[config.mk]
export PLATFORM = sky130hd
export DESIGN_NAME = ifmt_back
export DESIGN_NICKNAME = d
export VERILOG_FILES = /design/src/ifmt_pkg.sv /design/src/ifmt_back.sv
export SDC_FILE = /design/constraint.sdc
export NUM_CORES = 1
export LEC_CHECK = 0
export BUFFER_PORTS_ARGS = -buffer_cell sky130_fd_sc_hd__clkbuf_2
export CAP_MARGIN = 20
export CORE_MARGIN = 8
export CORE_UTILIZATION = 53
export DETAILED_ROUTE_END_ITERATION = 8
export MAX_ROUTING_LAYER = met4
export PLACE_DENSITY_LB_ADDON = 0.15
export SLEW_MARGIN = 20
export SYNTH_ARGS = -nofsm -noshare
export SYNTH_HDL_FRONTEND = slang
export SYNTH_SLANG_ARGS = --single-unit
[constraint.sdc]
create_clock -name clk -period 6.85 [get_ports clk]
set_input_delay 0.3425 -clock clk [delete_from_list [all_inputs] [get_ports clk]]
set_output_delay 0.3425 -clock clk [all_outputs]
set_load 0.01 [all_outputs]
[src/ifmt_pkg.sv]
`timescale 1ns / 1ps
package ifmt_pkg;

  localparam int unsigned TEXT_MAX = 11;
  localparam int unsigned IDX_W    = $clog2(TEXT_MAX);
  localparam int unsigned CNT_W    = $clog2(TEXT_MAX + 1);

  localparam logic [1:0] KIND_UDEC = 2'd0;
  localparam logic [1:0] KIND_SDEC = 2'd1;
  localparam logic [1:0] KIND_HEX  = 2'd2;

  localparam logic [7:0] CH_MINUS = 8'h2d;
  localparam logic [7:0] CH_ZERO  = 8'h30;
  localparam logic [7:0] CH_SPACE = 8'h20;
  localparam logic [7:0] CH_HEX_A = 8'h57;

  localparam logic [31:0] RECIP10 = 32'hcccccccd;

  typedef struct packed {
    logic [TEXT_MAX-1:0][7:0] chars;
    logic [CNT_W-1:0]         ndig;
    logic                     neg;
    logic [7:0]               fill;
    logic [5:0]               pad;
  } job_t;

  function automatic logic [7:0] digit_char(input logic [3:0] d);
    logic [7:0] c;
    if (d < 4'd10) begin
      c = CH_ZERO + {4'd0, d};
    end else begin
      c = CH_HEX_A + {4'd0, d};
    end
    return c;
  endfunction

endpackage

[src/ifmt_back.sv]
`timescale 1ns / 1ps
module ifmt_back import ifmt_pkg::*; (
  input  logic       clk,
  input  logic       rst_n,
  input  job_t       q_data,
  input  logic       q_empty,
  output logic       q_pop,
  output logic [7:0] out_char,
  output logic       out_last,
  output logic       out_empty,
  input  logic       out_pop
);

  logic [5:0]               pad_r;
  logic                     sign_r;
  logic [CNT_W-1:0]         dig_r;
  logic [TEXT_MAX-1:0][7:0] chars_r;
  logic [7:0]               fill_r;
  logic [7:0]               char_r;
  logic                     last_r;
  logic                     ov_r;

  logic [6:0] remain;
  logic       busy;
  logic       emit;
  logic [7:0] ch;

  assign remain = {1'b0, pad_r} + {6'd0, sign_r} + 7'(dig_r);
  assign busy   = (remain != 7'd0);
  assign emit   = busy & (~ov_r | out_pop);
  assign q_pop  = ~busy & ~q_empty;

  always_comb begin
    priority if (pad_r != 6'd0) begin
      ch = fill_r;
    end else if (sign_r) begin
      ch = CH_MINUS;
    end else begin
      ch = chars_r[IDX_W'(dig_r - 1'b1)];
    end
  end

  assign out_char  = char_r;
  assign out_last  = last_r;
  assign out_empty = ~ov_r;

  always_ff @(posedge clk) begin
    if (!rst_n) begin
      pad_r  <= 6'd0;
      sign_r <= 1'b0;
      dig_r  <= '0;
      ov_r   <= 1'b0;
    end else begin
      if (q_pop) begin
        pad_r  <= q_data.pad;
        sign_r <= q_data.neg;
        dig_r  <= q_data.ndig;
      end else if (emit) begin
        priority if (pad_r != 6'd0) begin
          pad_r <= pad_r - 6'd1;
        end else if (sign_r) begin
          sign_r <= 1'b0;
        end else begin
          dig_r <= dig_r - 1'b1;
        end
      end
      if (emit) begin
        ov_r <= 1'b1;
      end else if (out_pop) begin
        ov_r <= 1'b0;
      end
    end
  end

  always_ff @(posedge clk) begin
    if (q_pop) begin
      chars_r <= q_data.chars;
      fill_r  <= q_data.fill;
    end
    if (emit) begin
      char_r <= ch;
      last_r <= (remain == 7'd1);
    end
  end

endmodule

* After elaboration in Yosys (flattened, before gate mapping) *
Index checks and enable logic that the tools add are counted.

operators by class
  muxes and demuxes = 16
  $lt $le $gt $ge = 1
  add/sub/neg operators = 4
  equality and inequality tests = 3
  reduce and logical (&&, ||, !) cells = 8
  bitwise logic cells = 6

operators with widths
  kind                   number
  $bmux W8 S4            1
  $mux W8                3
  $mux W6                3
  $mux W4                4
  $add A6 B1 Y7          1
  $add A7 B4 Y7          1
  $eq A7 B1 Y1 const B   1
  $reduce_bool A7 Y1     1
  $reduce_bool A2 Y1     3
  $reduce_bool A6 Y1     1
  $sub A6 B1 Y6 const B  1
  $lt A4 B5 Y1 const B   1
  $mux W1                5
  $ne A2 B2 Y1 const B   2
  $reduce_and A2 Y1      2
  $sub A4 B1 Y4 const B  1
  $not A1 Y1             3
  $reduce_and A3 Y1      1
  $and A1 B1 Y1          2
  $or A1 B1 Y1           1

storage, ports and cells
  bits in registers = 117

* Depth between registers and ports, before layout *
  depth after elaboration = 7
  depth in mapped cells = 11

* Least setup slack after synthesis *
OpenSTA, ideal clock, no wires.

  path kind = reg-to-reg
  start point = reg dig_r[0]
  end point = reg chars_r[0] (netlist name) (enable)
  buffers on the path = 2
  slack = 2021 ps
  clock period less this slack = 4829 ps
  stages on the path, launching flop included = 11
  arrival = 4377 ps
  required time = 6398 ps
  cells stage by stage = dfxtp_1 buf_4 clkinv_1 fa_1 inv_1 fa_1 nor4_2 and4b_1 nand2_1 clkbuf_1 inv_1

between the ends
  word-level cells in the longest chain between the ends = 4

ends and longest elaborated chain
  item                    line             source
  start, declared         ifmt_back.sv:16  logic [CNT_W-1:0] dig_r;
  start signal, assigned  ifmt_back.sv:57  dig_r <= q_data.ndig;
  start signal, assigned  ifmt_back.sv:64  dig_r <= dig_r - 1'b1;
  $add A7 B4 Y7           ifmt_back.sv:28  assign remain = {1'b0, pad_r} + {6'd0, sign_r} + 7'(dig_r);
  $reduce_bool A7 Y1      ifmt_back.sv:29  assign busy = (remain != 7'd0);
  $not A1 Y1              ifmt_back.sv:31  assign q_pop = ~busy & ~q_empty;
  $and A1 B1 Y1           ifmt_back.sv:31
  net q_pop               ifmt_back.sv:7   output logic q_pop,
  end signal, assigned    ifmt_back.sv:77  chars_r <= q_data.chars;
  end, declared           ifmt_back.sv:17  logic [TEXT_MAX-1:0][7:0] chars_r;

The timed path passes the listed nets, and every way through them passes these cells.
A chain may end at the register's enable or synchronous reset.

* Worst setup path in the final report *
  start point = reg dig_r[0]
  end point = out q_pop

between the ends
  word-level cells in the longest chain between the ends = 4

ends and longest elaborated chain
  item                line
  $add A7 B4 Y7       ifmt_back.sv:28
  $reduce_bool A7 Y1  ifmt_back.sv:29
  $not A1 Y1          ifmt_back.sv:31
  $and A1 B1 Y1       ifmt_back.sv:31
  end, declared       ifmt_back.sv:7

No other way between the ends.

==> results.ini <==
[power]
clkPwrFrac = 0.295
leakage_uw = 0.00266
internal_power_uw = 2030
total_power_uw = 3000
power_density_nw_per_um2 = 436
seq_power_share = 0.379
ir_worst_vdd_mv = 0.212
p_sw_uw = 968
power_frac_comb = 0.326
switching_share = 0.323

[timing]
fmax_ghz = 0.231
skew_ps = 12.2
hold_viol = 0
relSlewSlack = 0.505
setup_viol = 0
rsz0062_at_grt = false
fin_setup_tns_ps = 0
fin_crit_ps = 4330
tightest_slew_ps = 741
fin_crit_sh = 0.632
slew_violations = 0

[global_route]
antenna_found_initial = 0
grt_max_degree = 46
first_global_vias = 3516
grt_pass1_wl_mm = 18.1
grt-ovfl-total = 0
grt_use_total = 0.191

[route]
drt-total-wl_mm = 11.6
via_per_inst = 5.33
vias = 3264
drt_iter0_markers = 213
wl_per_cell_um = 18.9
drc = 0
ant_nets = 0
drt-pass1-iter-count = 4

[die]
dieArea_sq_um = 12400
fp.coreArea_sq_um = 9020
initial_core_util = 0.535
io_pins = 122
rows = 35
die_x_um = 111
die_height_um = 111

[yosys]
async_flop_share = 0
synth_area_leaders = edfxtp_1 65%, mux4_2 7.5%, dfxtp_1 5.0%, mux2i_1 2.5%, ha_1 1.3%
synth_edf_count = 105
synthesis.nets = 401
synthCells = 283
synth_top_area_cell = edfxtp_1
synthDominantCellAreaShare = 0.654
ys_seq_elements = 117
avgSynthCellArea_sq_um = 17.0
yosys.cell_types.count = 50
ys.flop_type = edfxtp_1
yosys_warnings = 0
netlist_area_sq_um = 4820
seq_area_frac_synth = 0.703

[critical_path]
crit_required_ps = 6510
cp_common_cell = fa_1
cp_slowest_cell = clkinv_2
endpoint_kind = primary output
cp_slowest_stage_delay_ps = 580
path_class = flop to primary output
start_kind = flop
path_cells = clkinv_1 > fa_1 > inv_1 > fa_1 > nor4_2 > and4b_1 > nand2_1 > clkinv_2 > clkbuf_2
arrival_ps = 3980
crit_fanout = 31

[clocking]
cts.clk_slew.worst_paths_ps = 60
tritoncts = built
cts.sinks = 117
cts_root_buffer = clkbuf_8
insertion_delay_ps = 510
postCtsHoldBufs = 50
post_cts_buffers = 0
ctsResizeCount = 0
numCtsBuffers = 17
cts_htree_levels = 4
clk_path_buf_depth = 2

[final_layout]
drive_gt1_frac = 0.375
antenna_cells = 0
fin_area_sq_um = 6870
area_growth_pct = 42.3
final_nets = 606
final_core_util = 0.761

[run]
cap_violations = 0

[place]
dp_hpwl_mm = 7.24
placed_cell_area_sq_um = 5540
io_buffer_count = 121
gp_congestion = 0.853

[outcome]
status = finished clean

[hold_path]
hold_path.class = input pin to flop

==> metal layers <==
metal / up-vias / part of all wire / global-route usage
li1: 1542 / - / -
met1: 1584 / 0.41 / 0.216
met2: 129 / 0.53 / 0.317
met3: 9 / 0.058 / 0.0656
met4: 0 / 0.0090 / 0.0524
met5: - / 0 / -
==> critical path: cells and delay by family, from the launching register on <==
kind / cells / cell delay [ps]
adder cells (fa/ha/maj): 2 / 930
AND/OR/NAND/NOR: 3 / 970
buffers and inverters: 4 / 1220
flip-flops: 1 / 350
==> kinds of logic (layout without fill, tap and decap cells) <==
logic type / count (synthesis) / after routing / share of synthesized area
AO/OA/AOI/OAI: 50 / 50 / 0.0713
flip-flops: 117 / 117 / 0.703
buffers and inverters: 20 / 238 / 0.0187
AND/OR/NAND/NOR: 51 / 51 / 0.0641
multiplexers: 32 / 32 / 0.109
adder cells (fa/ha/maj): 7 / 7 / 0.0213
XOR/XNOR: 6 / 6 / 0.0125
==> cells in the final DEF, fill, tap and decap left out, types with 4 or more instances in the layout <==
cell | netlist | routed
a31oi_1 | 5 | 5
inv_1 | 8 | 7
clkbuf_16 | 0 | 16
buf_4 | 1 | 4
dfxtp_1 | 12 | 12
ha_1 | 5 | 5
dlygate4sd3_1 | 0 | 72
o21ai_0 | 11 | 11
o21a_1 | 4 | 4
edfxtp_1 | 105 | 105
o2bb2ai_1 | 4 | 4
clkinv_4 | 0 | 5
mux4_2 | 16 | 16
a221oi_1 | 4 | 4
mux2i_1 | 12 | 12
clkbuf_2 | 0 | 121
o21ai_1 | 4 | 4
nor2_1 | 16 | 16
nand2_1 | 10 | 10
mux2_2 | 4 | 4
a22oi_1 | 4 | 4
==> area by class of cell <==
type | instances | area (sq um)
Inverter | 9 | 35.0
Timing Repair Buffer | 197 | 1360
Sequential cell | 117 | 3390
Tap cell | 111 | 139
Multi-Input combinational cell | 146 | 1350
Fill cell | 570 | 2150
Clock buffer | 18 | 418
Clock inverter | 14 | 176
==> Yosys cell counts (5+ instances only) <==
cell type / count
mux4_2: 16
edfxtp_1: 105
a31oi_1: 5
mux2i_1: 12
nand2_1: 10
inv_1: 8
dfxtp_1: 12
ha_1: 5
clkbuf_1: 5
o21ai_0: 11
nor2_1: 16
==> worst paths after layout <==
check | start | to | slack (ps) | cells past startpoint
worst max-delay path | dig_r[0] | q_pop | 2520 | 9
worst min-delay path | q_data[103] | chars_r[84] | 20 | 1
worst max register to register | dig_r[0] | chars_r[2] | 2660 | 9
worst min register to register | dig_r[3] | dig_r[3] | 560 | 2
==> per-stage QoR <==
| step | hold slack, ps | std cells | setup slack (ps) |
|---|---|---|---|
| finish | 19.6 | 612 | 2520 |
| global route | -6.12 | 612 | 2140 |
| CTS | 0.0481 | 590 | 2520 |
| detailed placement | 521 | 508 | 2680 |
| global placement | 520 | 508 | 2780 |
| floorplan | 441 | 283 | 2020 |
==> power by group through the flow <==
stage / Clock [uW] / Sequential, uW / Combinational [uW]
after floorplan: 0 / 1150 / 694
after global placement: 0 / 1140 / 932
after detailed placement: 0 / 1150 / 936
after CTS: 893 / 1140 / 968
after global routing: 929 / 1150 / 1080
final: 885 / 1130 / 975
==> flip-flops by register name (all words and copies together) (netlist names) <==
signal and cells:
chars_r 88, dig_r 4, fill_r 8, out_char 8
out_last 1, ov_r 1, pad_r 6, sign_r 1
Note: power is estimated with default switching activity, not from simulation.
