**config.mk**
```make
export PLATFORM = sky130hd
export DESIGN_NAME = ifmt_queue
export DESIGN_NICKNAME = d
export VERILOG_FILES = /design/src/ifmt_pkg.sv /design/src/ifmt_queue.sv
export SDC_FILE = /design/constraint.sdc
export NUM_CORES = 1
export LEC_CHECK = 0
export ABC_AREA = 1
export BUFFER_PORTS_ARGS = -buffer_cell sky130_fd_sc_hd__buf_2
export CELL_PAD_IN_SITES_DETAIL_PLACEMENT = 0
export CELL_PAD_IN_SITES_GLOBAL_PLACEMENT = 1
export CORE_UTILIZATION = 47
export DETAILED_ROUTE_END_ITERATION = 16
export PLACE_DENSITY = 0.95
export SYNTH_ARGS = -nofsm -noshare
export SYNTH_HDL_FRONTEND = slang
export SYNTH_SLANG_ARGS = --single-unit
```
**constraint.sdc**
```tcl
create_clock -name clk -period 9 [get_ports clk]
set_clock_uncertainty 0.1 [all_clocks]
set_input_delay 0 -clock clk [delete_from_list [all_inputs] [get_ports clk]]
set_output_delay 0 -clock clk [all_outputs]
set_load 0.01 [all_outputs]
```
**src/ifmt_pkg.sv**
```systemverilog
`timescale 1ns / 1ps
package ifmt_pkg;

  localparam int unsigned TEXT_MAX = 11;
  localparam int unsigned IDX_W    = $clog2(TEXT_MAX);
  localparam int unsigned CNT_W    = $clog2(TEXT_MAX + 1);

  localparam logic [1:0] KIND_UDEC = 2'd0;
  localparam logic [1:0] KIND_SDEC = 2'd1;
  localparam logic [1:0] KIND_HEX  = 2'd2;

  localparam logic [7:0] CH_MINUS = 8'h2d;
  localparam logic [7:0] CH_ZERO  = 8'h30;
  localparam logic [7:0] CH_SPACE = 8'h20;
  localparam logic [7:0] CH_HEX_A = 8'h57;

  localparam logic [31:0] RECIP10 = 32'hcccccccd;

  typedef struct packed {
    logic [TEXT_MAX-1:0][7:0] chars;
    logic [CNT_W-1:0]         ndig;
    logic                     neg;
    logic [7:0]               fill;
    logic [5:0]               pad;
  } job_t;

  function automatic logic [7:0] digit_char(input logic [3:0] d);
    logic [7:0] c;
    if (d < 4'd10) begin
      c = CH_ZERO + {4'd0, d};
    end else begin
      c = CH_HEX_A + {4'd0, d};
    end
    return c;
  endfunction

endpackage

```
**src/ifmt_queue.sv**
```systemverilog
`timescale 1ns / 1ps
module ifmt_queue import ifmt_pkg::*; (
  input  logic clk,
  input  logic rst_n,
  input  logic push,
  input  job_t push_data,
  output logic full,
  input  logic pop,
  output job_t pop_data,
  output logic empty
);

  job_t       mem_r [2];
  logic       wp_r, rp_r;
  logic [1:0] cnt_r;
  logic       do_push, do_pop;

  assign full     = (cnt_r == 2'd2);
  assign empty    = (cnt_r == 2'd0);
  assign do_push  = push & ~full;
  assign do_pop   = pop & ~empty;
  assign pop_data = mem_r[rp_r];

  always_ff @(posedge clk) begin
    if (!rst_n) begin
      wp_r  <= 1'b0;
      rp_r  <= 1'b0;
      cnt_r <= 2'd0;
    end else begin
      if (do_push) wp_r <= ~wp_r;
      if (do_pop)  rp_r <= ~rp_r;
      cnt_r <= cnt_r + {1'b0, do_push} - {1'b0, do_pop};
    end
  end

  always_ff @(posedge clk) begin
    if (do_push) mem_r[wp_r] <= push_data;
  end

endmodule

```
# Yosys cells after proc, flatten, opt, wreduce, memory -nomap -nowiden
# Memory sizes are Yosys's and may differ from the RTL's. A register that Yosys moved wholly into a read port is not among the register bits.
# Index checks and enable logic that the tools add are counted.
[classes]
n_eq_ne = 1
reduce_logical = 1
bitwise_logic = 6
add_sub_neg = 2
mux = 4
[op_table]
columns = ["op", "n"]
rows = [
  ["2-to-1 mux 1 bit", 4],
  ["inverter 1 bit", 4],
  ["adder 2 x 1 -> 2 bit", 1],
  ["bitwise AND 1 bit", 2],
  ["== test 2 bit, second input constant", 1],
  ["logical NOT 2 bit", 1],
  ["subtractor 2 x 1 -> 2 bit", 1],
]
[totals]
word_cells = 18
ramBits = 214
inputBits = 111
mem_count = 1
output_inout_bits = 109
reg_bits = 4
[memory_table]
columns = ["memory", "words", "width", "read_ports", "rd_ports_with_merged_regs", "write_ports", "line_no", "text"]
rows = [
  ["mem_r", 2, 107, 1, 1, 1, "ifmt_queue.sv:13", "job_t mem_r [2];"],
]

# Depth between registers and ports, before layout
# Gate-level depths: netlist of the first run.
[depth]
ltp_word = 5
ltp_mapped = 11
depth_no_buf = 11

# Worst setup path before layout of the first run
# OpenSTA, ideal clock, no wires.
[synth_path]
path_kind = "register -> register"
startpoint = "register cnt_r[0]"
endpoint = "memory mem_r[0][0] in the netlist's numbering, enable pin"
arrival_time_ns = 5.012
n_path_buf = 0
required_ns = 8.327
synth_period_minus_slack_ns = 5.685
stages_incl_launch_ff = 5
setup_slack_ns = 3.315
setup_ns = 0.573
path_cell_list = "dfxtp_1 -> inv_1 -> nand2_1 -> nand2_1 -> nor2_1"
[synth_between]
elab_chain_cells = 5
[synth_lines]
columns = ["item", "line_no", "text"]
rows = [
  ["from (decl)", "ifmt_queue.sv:15", "logic [1:0] cnt_r;"],
  ["from (signal assigned)", "ifmt_queue.sv:32", "cnt_r <= cnt_r + {1'b0, do_push} - {1'b0, do_pop};"],
  ["== test 2 bit", "ifmt_queue.sv:18", "assign full = (cnt_r == 2'd2);"],
  ["inverter 1 bit", "ifmt_queue.sv:20", "assign do_push = push & ~full;"],
  ["bitwise AND 1 bit", "ifmt_queue.sv:20", ""],
  ["2-to-1 mux 1 bit", "ifmt_queue.sv:37", "if (do_push) mem_r[wp_r] <= push_data;"],
  ["2-to-1 mux 1 bit (implied by the code)", "ifmt_queue.sv:37", ""],
  ["to (decl)", "ifmt_queue.sv:13", ""],
]
# Every way passes these cells.

==> results.toml, run 1 <==
[yosys]
ys_seq_area_share_pct = 80.7
synth_area_leaders = "edfxtp_1, mux2_2, mux2_4"
yosysTopAreaCellShare_pct = 79.5
ys_seq_elements = 219
synth_area_mm2 = 0.00808
ys_types = 12
synth.avg_cell_area_um2 = 21.8
syn-num-nets = 484
post-synth-top-area-cell = "edfxtp_1"
ys_warn_count = 0
synth_cells = 371

[timing]
min_period_ps = 2830
worst_slew_pin_slew_ps = 995
fin_tns_setup_ps = 0
period_share_pct = 31.5
setup_viol = 0
slew_headroom_pct = 33.7
hold_violations = 0
worst_hold_slack_ps = 142
drv_slew = 0
fmax_mhz = 353
rsz0062_at_grt = "false"

[cts]
ctsLongestPathBuffers = 3
clock_sinks = 219
post-cts-setup-buffers = 0
worstSkewPairLatency_ps = 480
cts.hold.buffers_added = 110
cts_htree_levels = 1
clk_pin_slew_ps = 60
cts_tree = "done"
post_cts_resized = 0
cts_buffers = 22
root_buffer = "clkbuf_16"

[detailed_routing]
drtPass1Iterations = 4
routedWlPerCell_um = 17.6
routed_wl_um = 16800
highest_layer = "met5"
drtIter0Drc = 152
ant_nets = 0
viasPerCell = 4.84
met1_length_um = 6200
wl_met3_um = 1060
dr_wl_met2_um = 9050
via_count = 4599
drc = 0

[critical_path]
reg2reg_slack_ps = 6410
ff2ff_path_depth = 6
cp_top_family = "buffers and inverters"
cp.required_ps = 8900
r2r_end = "mem_r[0][46]$_DFFE_PP_"
crit_chain = "buf_4, mux2_2, buf_2"
endpoint = "pop_data[106]"
crit-reg2reg-launch = "cnt_r[0]$_SDFF_PN0_"
slowest_delay_ps = 830
critPathMaxFanout = 70
cp.arrival_ps = 2730
startpoint_type = "flip-flop"
crit_type = "reg -> out"
critPathSlowestCell = "buf_4"
cp_num_cells = 3
crit_path_end_kind = "output pin"
crit_buf_inv = 2

[placed_design]
post-dp-hpwl_um = 9810
place_inst = 802
placed_area_mm2 = 0.00941
port_buffers = 219
routabilityCongestion = 0.727

[layout]
diodes = 0
final_cell_mix = "buf_2, edfxtp_1, dlygate4sd3_1"
fin_cells = 951
nets = 829
final_common_cell = "buf_2"
design_area_mm2 = 0.0111
areaGrowthSynthToFinish_pct = 37.9
drive_above_1_share_pct = 49.0

[worst_hold_path]
hp-class = "in -> reg"

[power]
ir_worst_vdd_mv = 0.173
powerDensity_mw_per_mm2 = 255
p_leak_uw = 0.00430
p_total_uw = 2850

[floorplan]
row_count = 47
fp.dieW_um = 133
io_pins = 220
dieArea_mm2 = 0.0177
core-area_mm2 = 0.0167
start_util_pct = 48.4
die_h_um = 133

[grt]
grt_usage_pct = 18.9
grt_first_pass_wirelength_um = 25700
grt_max_degree = 71
grt_overflow = 0
grt_pass1_vias = 5085
antenna_found_initial = 1

[run_status]
status = "finished clean"

[job]
maxCapViolCount = 0
-- cells by family (layout without fill, tap and decap cells) --
logic type	Yosys count	count (layout)	share of synthesized area (%)
AND/OR/NAND/NOR	20	20	0.975
multiplexers	107	107	16.3
flip-flops	219	219	80.7
buffers and inverters	21	381	1.55
AO/OA/AOI/OAI	2	2	0.124
adder cells (fa/ha/maj)	2	2	0.310
-- power breakdown --
part / switching [µW] / total [µW] / internal (µW) / leakage, µW
logic: 348 / 684 / 336 / 0.00195
registers: 61.3 / 1360 / 1300 / 0.00204
clock network: 341 / 805 / 464 / 0.000311
total: 750 / 2850 / 2100 / 0.00430
-- flip-flops by register name, summed over array words and instances (netlist names), named ones only --
name,cells
mem_r,214
cnt_r,2
rp_r,1
wp_r,1
-- metrics by stage --
step | utilization, % | worst slack, ps
2_1_floorplan | - | 3310
3_3_place_gp | 56.3 | 6510
3_5_place_dp | 56.3 | 6400
4_1_cts | 66.7 | 6130
5_1_grt | 66.7 | 5990
6_report | 66.7 | 6170
-- worst min path at each step --
stage	startpoint	end	slack, ps	cells after the start
final	push_data[63]	mem_r[0][63]$_DFFE_PP_	140	2
after CTS	push_data[15]	mem_r[1][15]$_DFFE_PP_	110	2
after floorplan	rst_n	cnt_r[0]$_SDFF_PN0_	-7	2
after detailed placement	push_data[49]	mem_r[0][49]$_DFFE_PP_	90	1
after global routing	push_data[2]	mem_r[1][2]$_DFFE_PP_	120	2
after global placement	push_data[69]	mem_r[0][69]$_DFFE_PP_	90	1
-- cells in the mapped netlist (all sizes together) --
cell type,number
buf,12
mux2,107
a21oi,2
nor2,8
nand3,3
edfxtp,214
nand2,9
dfxtp,5
inv,9
ha,2
-- worst register-to-register path: cells and delay by family, from the launching register on --
kind                   cells  cell delay [ps]
and+or+nand+nor            3              330
DFF                        1              360
buffers and inverters      3             1350
-- metal layers --
layer | GRT usage [%] | up-vias
li1 | - | 2137
met1 | 20.3 | 2240
met2 | 36.1 | 183
met3 | 5.18 | 37
met4 | 5.18 | 2
met5 | 0 | -
-- layout make-up --
cell class	count	area, µm²
sequential	219	6530
fill	1132	5560
timing repair buffer	333	2230
multi-input combinational	131	1440
clock buffer	29	598
tap	220	275
clock inverter	10	40.0
inverter	9	36.3
Power figures use the tool's default switching activity.
==> run 2: changes to the inputs <==
- CORE_UTILIZATION: 47 -> 44
- PLACE_DENSITY: 0.95 -> 0.91
- clock period: 9 -> 2.7 ns (I/O delays scaled with it)
==> run 2 against run 1 <==
Register-to-register slack worse by 5500 ps. Routed wire length is 2.8% lower. Global-route usage is 1.7 points lower. Highest routed layer is now met4. Non-clock buffer count is 3 higher.
==> results.toml, run 2 (synthesized netlist as in run 1, its figures left out) <==
[run_status]
status = "finished clean"

[detailed_routing]
drc = 0
viasPerCell = 4.75
routed_wl_um = 16300
drtIter0Drc = 165
drtPass1Iterations = 4
via_count = 4587
ant_nets = 0
routedWlPerCell_um = 16.9

[critical_path]
crit-reg2reg-launch = "cnt_r[0]$_SDFF_PN0_"
crit_chain = "buf_12, mux2_2, buf_2"
critPathMaxFanout = 50
slowest_delay_ps = 640
crit_type = "reg -> out"
startpoint_type = "flip-flop"
critPathSlowestCell = "dfxtp_4"
ff2ff_path_depth = 5
cp.required_ps = 2600
crit_path_end_kind = "output pin"
reg2reg_slack_ps = 880
crit_buf_inv = 2
r2r_end = "mem_r[1][96]$_DFFE_PP_"
cp.arrival_ps = 2070
cp_top_family = "flip-flops"

[worst_hold_path]
hp-class = "in -> reg"
hold_path_depth = 2
worstHoldStart = "push_data[35]"
whs_endpoint = "mem_r[0][35]$_DFFE_PP_"

[cts]
cts_buffers = 23
post_cts_resized = 0
post-cts-setup-buffers = 0
root_buffer = "clkbuf_16"
ctsLongestPathBuffers = 3
cts_tree = "done"
clk_pin_slew_ps = 60
clock_sinks = 219
cts.hold.buffers_added = 110
worstSkewPairLatency_ps = 490
cts_htree_levels = 1

[layout]
top_regs = "mem_r (214), cnt_r (2)"
multi_input_area_mm2 = 0.00144
nets = 833
regArea_mm2 = 0.00653
largest_register_ff_count = 214
fin_util_pct = 62.6
drive_above_1_share_pct = 49.9
design_area_mm2 = 0.0112
areaGrowthSynthToFinish_pct = 39.1
top_register = "mem_r"
n_fill_cell = 1260
final_cell_mix = "buf_2, edfxtp_1, dlygate4sd3_1"
final_common_cell = "buf_2"
diodes = 0

[floorplan]
start_util_pct = 45.0
die_h_um = 138
fp.dieW_um = 138
dieArea_mm2 = 0.0189
core-area_mm2 = 0.0180
row_count = 49
io_pins = 220

[grt]
grt_pass1_vias = 5064
grt_overflow = 0
grt_usage_pct = 17.2
grt_first_pass_wirelength_um = 24600
grt_max_degree = 62
antenna_found_initial = 0

[job]
maxCapViolCount = 0

[timing]
drv_slew = 0
slew_headroom_pct = 56.6
hold_violations = 0
fin_ws_ps = 534
min_period_ps = 2170
rsz0062_at_grt = "false"
worst_slew_pin_slew_ps = 651
setup_viol = 0
fmax_mhz = 462
fin_tns_setup_ps = 0
period_share_pct = 80.2

[placed_design]
placed_area_mm2 = 0.00948
post-place-ws_ps = 852
routabilityCongestion = 0.748
post-dp-hpwl_um = 9850
port_buffers = 219

[power]
p_total_uw = 9590
powerDensity_mw_per_mm2 = 853
p_leak_uw = 0.00433
ir_worst_vdd_mv = 0.657
[run 2: cell types whose count changed in the layout (fill, tap and decap cells not counted), sizes merged]
| cell | previous run | this run |
|---|---|---|
| buf | 223 | 226 |
| clkbuf | 29 | 28 |
| clkinv | 10 | 11 |
| clkinvlp | 0 | 2 |
[run 2: layout make-up]
| type | instances | area share (%) |
|---|---|---|
| clock buffer | 28 | 5.29 |
| clock inverter | 13 | 0.612 |
| inverter | 9 | 0.334 |
| multi-input combinational | 131 | 12.8 |
| sequential | 219 | 58.1 |
| tap | 229 | 2.55 |
| timing repair buffer | 336 | 20.3 |
[run 2: worst reg2reg max path: stages (launching register included)]
cell,delay (ps)
dfxtp_1,350
inv_1,60
nand2_1,120
nand3_1,150
clkinvlp_4,130
buf_4,530
[run 2: per-stage QoR]
step | hold slack, ps | std cells
2_1_floorplan | -6.55 | 371
3_3_place_gp | 87.3 | 814
3_5_place_dp | 91.6 | 814
4_1_cts | 97.8 | 965
5_1_grt | 113 | 965
6_report | 118 | 965
[run 2: power by group]
part	switching, µW	internal (µW)	total, µW
logic	1170	1160	2330
registers	180	4320	4500
clock network	1200	1570	2770
total	2550	7040	9590
[run 2: how the worst max path moves through the flow]
stage	start	to	cells past startpoint
floorplan	cnt_r[0]$_SDFF_PN0_	mem_r[0][0]$_DFFE_PP_	4
global placement	cnt_r[0]$_SDFF_PN0_	mem_r[1][105]$_DFFE_PP_	5
detailed placement	cnt_r[0]$_SDFF_PN0_	mem_r[1][96]$_DFFE_PP_	5
CTS	flip-flop	pop_data[44]	3
global route	flip-flop	pop_data[44]	3
finish	flip-flop	pop_data[44]	3
[run 2: metal layers]
metal | GRT usage, % | vias to the layer above | part of all wire, %
met5 | 0 | - | 0
met3 | 4.27 | 35 | 6.4
met2 | 32.4 | 172 | 54
li1 | - | 2150 | -
met4 | 6.59 | 0 | 2.9
met1 | 18.2 | 2230 | 36
